[src/sv/tsw_pkg.sv]
// ----------------------------------------------------------------------------
// tsw_pkg: shared types and constants of the texture sampler
// Field widths, register indexes, mode codes and parameter defaults.
// ----------------------------------------------------------------------------
`default_nettype none

package tsw_pkg;

    // parameter defaults
    localparam int MAX_DIM_DEF         = 256;
    localparam int CHANNEL_BITS_DEF    = 16;
    localparam int COORD_FRAC_BITS_DEF = 16;

    // fixed port field widths
    localparam int COORD_W    = 24;
    localparam int TXY_W      = 8;
    localparam int FIELD_W    = 16;
    localparam int CFG_IDX_W  = 2;
    localparam int CFG_DATA_W = 9;

    typedef enum logic [CFG_IDX_W-1:0] {
        REG_BORDER = 2'd0,
        REG_FILTER = 2'd1,
        REG_WIDTH  = 2'd2,
        REG_HEIGHT = 2'd3
    } reg_idx_t;

    localparam logic [1:0] BORDER_REPEAT = 2'd0;
    localparam logic [1:0] BORDER_MIRROR = 2'd1;
    localparam logic [1:0] BORDER_CLAMP  = 2'd2;

    localparam logic FILTER_NEAREST  = 1'b0;
    localparam logic FILTER_BILINEAR = 1'b1;

    localparam logic OP_WRITE  = 1'b0;
    localparam logic OP_SAMPLE = 1'b1;

    localparam logic [CFG_DATA_W-1:0] DIM_RESET = 9'd256;

    typedef struct packed {
        logic [1:0] border;
        logic       filter;
    } mode_t;

endpackage

`default_nettype wire

[src/sv/tsw_axis.sv]
// ----------------------------------------------------------------------------
// tsw_axis: coordinate path of one axis
// Border mapping, scale by image size, texel index and fraction extraction.
// ----------------------------------------------------------------------------
`default_nettype none

module tsw_axis
    import tsw_pkg::*;
#(
    parameter int MAX_DIM         = MAX_DIM_DEF,
    parameter int COORD_FRAC_BITS = COORD_FRAC_BITS_DEF
) (
    input  wire logic                               clk,
    input  wire logic                               adv,
    input  wire mode_t                              mode,
    input  wire logic [$clog2(MAX_DIM+1)-1:0]       dim,
    input  wire logic signed [COORD_W-1:0]          coord,
    output      logic [$clog2(MAX_DIM)-1:0]         idx0,
    output      logic [$clog2(MAX_DIM)-1:0]         idx1,
    output      logic [COORD_FRAC_BITS-1:0]         frac
);
    localparam int F  = COORD_FRAC_BITS;
    localparam int DW = $clog2(MAX_DIM+1);
    localparam int XW = $clog2(MAX_DIM);
    localparam int PW = F + 1 + DW;
    localparam int EW = COORD_W + F + 2;

    logic signed [EW-1:0] s_ext;
    logic signed [EW-1:0] one_s;
    logic [F:0]           one_t;
    logic [F:0]           t_next;
    logic [F:0]           t_reg;
    logic [DW-1:0]        mult;
    logic [PW-1:0]        p_next;
    logic [PW-1:0]        p_reg;
    logic [DW-1:0]        dmax;
    logic [PW-F-1:0]      a_raw;
    logic [DW-1:0]        a_c;

    assign s_ext = EW'(coord);
    assign one_s = $signed(EW'(1) << F);
    assign one_t = (F+1)'(1) << F;

    // stage 1: fold coordinate into [0, one]
    always_comb
    begin
        case (mode.border)
            BORDER_REPEAT: t_next = {1'b0, s_ext[F-1:0]};
            BORDER_MIRROR:
            begin
                if (s_ext[F])
                    t_next = one_t - {1'b0, s_ext[F-1:0]};
                else
                    t_next = {1'b0, s_ext[F-1:0]};
            end
            default:
            begin
                if (s_ext < 0)
                    t_next = '0;
                else if (s_ext >= one_s)
                    t_next = one_t;
                else
                    t_next = s_ext[F:0];
            end
        endcase
    end

    // stage 2: scale by size (nearest) or size minus one (bilinear)
    assign dmax   = dim - DW'(1);
    assign mult   = (mode.filter == FILTER_BILINEAR) ? dmax : dim;
    assign p_next = PW'(t_reg) * PW'(mult);

    always_ff @(posedge clk)
    begin
        if (adv)
        begin
            t_reg <= t_next;
            p_reg <= p_next;
        end
    end

    // index with edge clamp
    assign a_raw = p_reg[PW-1:F];
    assign a_c   = (a_raw > (PW-F)'(dmax)) ? dmax : a_raw[DW-1:0];

    always_comb
    begin
        idx0 = XW'(a_c);
        if (mode.filter == FILTER_BILINEAR)
        begin
            idx1 = (a_c == dmax) ? XW'(a_c) : XW'(a_c + DW'(1));
            frac = p_reg[F-1:0];
        end
        else
        begin
            idx1 = XW'(a_c);
            frac = '0;
        end
    end
endmodule

`default_nettype wire

[config.mk]
export PLATFORM = sky130hd
export DESIGN_NAME = tsw_axis
export DESIGN_NICKNAME = d
export VERILOG_FILES = /design/src/sv/tsw_pkg.sv /design/src/sv/tsw_axis.sv
export SDC_FILE = /design/constraint.sdc
export NUM_CORES = 1
export LEC_CHECK = 0
export ABC_CLOCK_PERIOD_IN_PS = 7600
export BUFFER_PORTS_ARGS = -buffer_cell sky130_fd_sc_hd__buf_2
export CAP_MARGIN = 20
export CORE_ASPECT_RATIO = 1.25
export CORE_MARGIN = 4
export CORE_UTILIZATION = 45
export DETAILED_ROUTE_END_ITERATION = 7
export HOLD_SLACK_MARGIN = 0.02
export PLACE_DENSITY = 0.67
export SYNTH_ARGS = -nofsm -noshare
export SYNTH_HDL_FRONTEND = slang
export SYNTH_SLANG_ARGS = --single-unit
[constraint.sdc]
create_clock -name clk -period 7.6 [get_ports clk]
set_input_delay 0.38 -clock clk [delete_from_list [all_inputs] [get_ports clk]]
set_output_delay 0.38 -clock clk [all_outputs]
set_load 0.01 [all_outputs]
# Yosys cells after proc, flatten, opt, wreduce, memory -nomap -nowiden

Cells that the tools add are included.

Register bits: 43
Output and inout port bits: 32
Word-level logic and storage cells: 21

Add/subtract/negate cells: 3
$mul: 1
Order comparisons: 3
Equality and inequality tests: 2
Muxes and demuxes: 9
Reduce and logical (&&, ||, !) cells: 1

Operators with widths:

| kind                     | number |
|---|---|
| $mux W17                 | 3 |
| $pmux W17 S2             | 1 |
| $mul A17 B9 Y26          | 1 |
| $ge A24 B18 Y1 const B   | 1 |
| $lt A24 B1 Y1 const B    | 1 |
| $mux W9                  | 2 |
| $sub A17 B16 Y17 const A | 1 |
| $mux W16                 | 1 |
| $mux W8                  | 2 |
| $gt A10 B9 Y1            | 1 |
| $eq A9 B9 Y1             | 1 |
| $sub A9 B1 Y9 const B    | 1 |
| $add A8 B1 Y8 const B    | 1 |
| $eq A2 B1 Y1 const B     | 1 |
| $logic_not A2 Y1         | 1 |

# Logic depth before layout (Yosys ltp)

Depth in word-level cells: 6
Depth in mapped cells: 27

# Worst setup path after synthesis

Ideal clock, no wire load.

Path kind: input port to flip-flop
Start: input dim[2]
End: register p_reg[24], data pin
Setup time: 265 ps
Data arrival time: 6,110 ps
Required time: 7,335 ps
Slack: 1,225 ps
Stages: 22
Path buffers: 2
Cell sequence: buf_6 > or4_4 > nor2_8 > nand2_1 > or3_1 > xor2_1 > clkbuf_1 > nor2b_1 > fa_1 > fa_1 > fa_1 > inv_1 > fa_1 > inv_1 > ha_1 > a21oi_1 > nand2b_1 > o211ai_1 > a21boi_0 > o31ai_1 > a211o_1 > o211ai_1

Longest elaborated chain between the ends: 3

Ends and longest elaborated chain:

| item                   | line           | text |
|---|---|---|
| start: declaration     | tsw_axis.sv:16 | `input wire logic [$clog2(MAX_DIM+1)-1:0] dim,` |
| $sub A9 B1 Y9          | tsw_axis.sv:69 | `assign dmax = dim - DW'(1);` |
| $mux W9 *              | tsw_axis.sv:70 | `assign mult = (mode.filter == FILTER_BILINEAR) ? dmax : dim;` |
| $mul A17 B9 Y26 *      | tsw_axis.sv:71 | `assign p_next = PW'(t_reg) * PW'(mult);` |
| via p_next[24]         | tsw_axis.sv:34 | `logic [PW-1:0] p_next;` |
| end signal: assignment | tsw_axis.sv:78 | `p_reg <= p_next;` |
| end: declaration       | tsw_axis.sv:35 | `logic [PW-1:0] p_reg;` |

The timed path passes the listed nets; every way through them passes the cells marked *.
A chain may end at the register's enable or synchronous reset.

# Final worst setup path

Start: input dim[0]
End: register p_reg[24], data pin

Same word-level chain as after synthesis.

==> metrics.txt <==
Finished Cell Area 0.00845 mm2; Worst Path Max Fanout 10; Arrival @ worst endpoint 6.87 ns; Post-CTS Setup Bufs 0; synthesis warning total 0; setup tns final 0 ns; WL/cell 14.8 um; Final Non-Filler Cells 1140; Comb pwr share 0.772; most frequent cell after synthesis inv_1; CTS sink count 43; port bufs 69; die area 0.0192 mm2; final core occ 0.504; flip-flop and latch count after synthesis 43; initial cell density of the core 0.457; drt pass-1 iters 4; routed vias/inst 5.15; max incr delay on CP 0.57 ns; Hold WS 0.423 ns; CP required 7.63 ns; Area growth, synth to finish 10.3%; fraction of layout cells with a size suffix above 1 0.111; DRC viols 0; first-pass GRT wire length 29.1 mm; vias in the first global route 6133; switch share 0.489; Pleak 4.03 nW; PostCTS Resize Cnt 0; Cell variety after synth 63; HP Class input pin to flop; highest clock rate 146 MHz; Filler cells 1598; maxcap violations 0; number of antenna diodes 0; Placed Instances 1132; CTS Hold Bufs 0; Clock Tree Buf Depth 2; max reg flops 26; Synth top area share 0.277; TritonCTS clock tree built; WL final 16.8 mm; sequential share of the synthesized area 0.169; grt total ovfl 0; H-tree depth 2; clock latency on the worst-skew pair 0.29 ns; power share of the sequential group 0.151; antenna violations before repair 0; vias 5866; crit path cell chain buf_2 -> inv_1 -> ha_1 -> nor4b_2 -> nor2b_1 -> nand2_1 -> nor3_1 -> xnor2_1 -> nor2b_1 -> fa_1 -> fa_1 -> fa_1 -> inv_1 -> fa_1 -> inv_1 -> ha_1 -> a21oi_1 -> nand2b_1 -> o211ai_1 -> a21boi_0 -> o31ai_1 -> a211o_1 -> o211ai_1; Power Density 426 mW/mm2; clk root buf clkbuf_16; Initial DRC Count 267; Crit Path Class input pin to flop; pins over their slew limit 0; Post-DP HPWL 13.6 mm; Post-synth top flop edfxtp_1; Final Hold Viols 0; Switch Pwr 1.76 mW; die width 125 um; Post-synth EDFFs 43; Peak VDD IR 233 uV; status finished, final reports clean; fin nets 1121; area post-placement 0.00826 mm2; Final period util 0.900; Synth Cell Area 0.00766 mm2; largest net degree at the start of global routing 44; critical path capture point type flop; worst-margin pin slew 1.12 ns; cell mode on critical path fa_1; Period minus WS final 6.84 ns; Seq. cell area 0.00129 mm2; Post-synth top cells inv_1 (164), fa_1 (106), nand2_1 (92); slew margin rel. 0.246; syn_area_per_cell 8.94 um2; final RePlAce weighted congestion 0.825; Setup Skew 0.00600 ns; Area contributors post-synth fa_1 (28%), edfxtp_1 (17%), ha_1 (9.5%), inv_1 (8.0%), and2_1 (5.1%); antenna-violating nets left 0; core area 0.0168 mm2; footprint of the multi-input gates 0.00566 mm2; crit path max-delay cell type fa_1; Clk pin slew, worst setup/hold paths 0.06 ns; area leader, netlist fa_1; Internal 1.84 mW; GRT Total Usage 0.184; Syn Nets 1059; asr flop ratio synth 0; Critical Path Source Type input pin; Cell Rows 53; Post-Synthesis Cells 857; TritonCTS buffer count 5; final setup vio count 0; chip height 154 um; total I/O pin count 70; RSZ-0062 raised after global routing no; clock power share 0.077
[cell usage in the layout, fill, tap and decap left out, types with 3 or more instances in the layout]
master	n
xnor2_1	26
nand2_1	92
nor4_1	6
nand3_1	14
a21o_1	3
xor2_1	27
nand4_1	3
buf_2	69
nor2_1	33
and2_1	63
nor2b_1	48
nand2b_1	12
ha_1	58
o31ai_1	7
clkbuf_16	5
inv_1	164
buf_4	10
nor3b_1	4
a211oi_1	3
fa_1	106
edfxtp_1	43
nor3_1	12
o21ai_0	25
o211ai_1	3
o21a_1	4
a21oi_1	26
or3_1	4
nand3b_1	3
[per-stage QoR]
| stage | setup slack (ns) | total power [mW] |
|---|---|---|
| after CTS | 0.811 | 3.64 |
| after global placement | 0.840 | 3.27 |
| final | 0.760 | 3.60 |
| after floorplan | 1.23 | 2.66 |
| after global routing | 0.293 | 4.06 |
| after detailed placement | 0.607 | 3.33 |
[layer usage]
metal | routed length, um | GRT usage
met5 | 0 | 0
met1 | 6950 | 0.224
met3 | 766 | 0.0174
met2 | 8670 | 0.341
met4 | 439 | 0.0585
[layout make-up]
type / instances / share of cell area
inverters: 164 / 0.0728
multi-input cells: 626 / 0.670
flip-flops and latches: 43 / 0.153
clock buffers: 6 / 0.0152
clock inverters: 2 / 0.00711
repair buffers: 79 / 0.0497
well taps: 220 / 0.0326
[path summary, 6_finish.rpt]
kind | startpoint | end | slack [ns] | cells past startpoint
max | dim[0] | p_reg[24]$_DFFE_PP_ | 0.76 | 23
min | coord[15] | t_reg[15]$_DFFE_PP_ | 0.42 | 3
max reg2reg | t_reg[2]$_DFFE_PP_ | p_reg[24]$_DFFE_PP_ | 2.15 | 15
min reg2reg | t_reg[0]$_DFFE_PP_ | p_reg[0]$_DFFE_PP_ | 0.85 | 1
[critical path: cells and delay by family]
family,cells,cell delay (ns)
AOI/OAI and AO/OA,6,1.64
xor gates and xnor gates,1,0.50
adders and majority gates,6,2.75
buffers and inverters,4,0.35
and+or+nand+nor,6,1.23
[power by group through the flow]
stage	combinational (mW)	sequential, mW	clock (mW)
4_1_cts	2.81	0.544	0.283
6_report	2.78	0.544	0.278
2_1_floorplan	2.14	0.514	0
3_3_place_gp	2.72	0.549	0
3_5_place_dp	2.78	0.549	0
5_1_grt	3.21	0.555	0.292
[cells by family (layout without fill, tap and decap cells)]
| group | after synthesis | in the layout | share of synthesized area |
|---|---|---|---|
| AND/OR/NAND/NOR | 308 | 308 | 0.217 |
| buffers and inverters | 188 | 251 | 0.0934 |
| adder cells (fa/ha/maj) | 164 | 164 | 0.372 |
| AO/OA/AOI/OAI | 95 | 95 | 0.0799 |
| XOR/XNOR | 54 | 54 | 0.0617 |
| flip-flops | 43 | 43 | 0.169 |
| multiplexers | 5 | 5 | 0.00800 |
No activity file was read; power rests on OpenSTA's default activity.
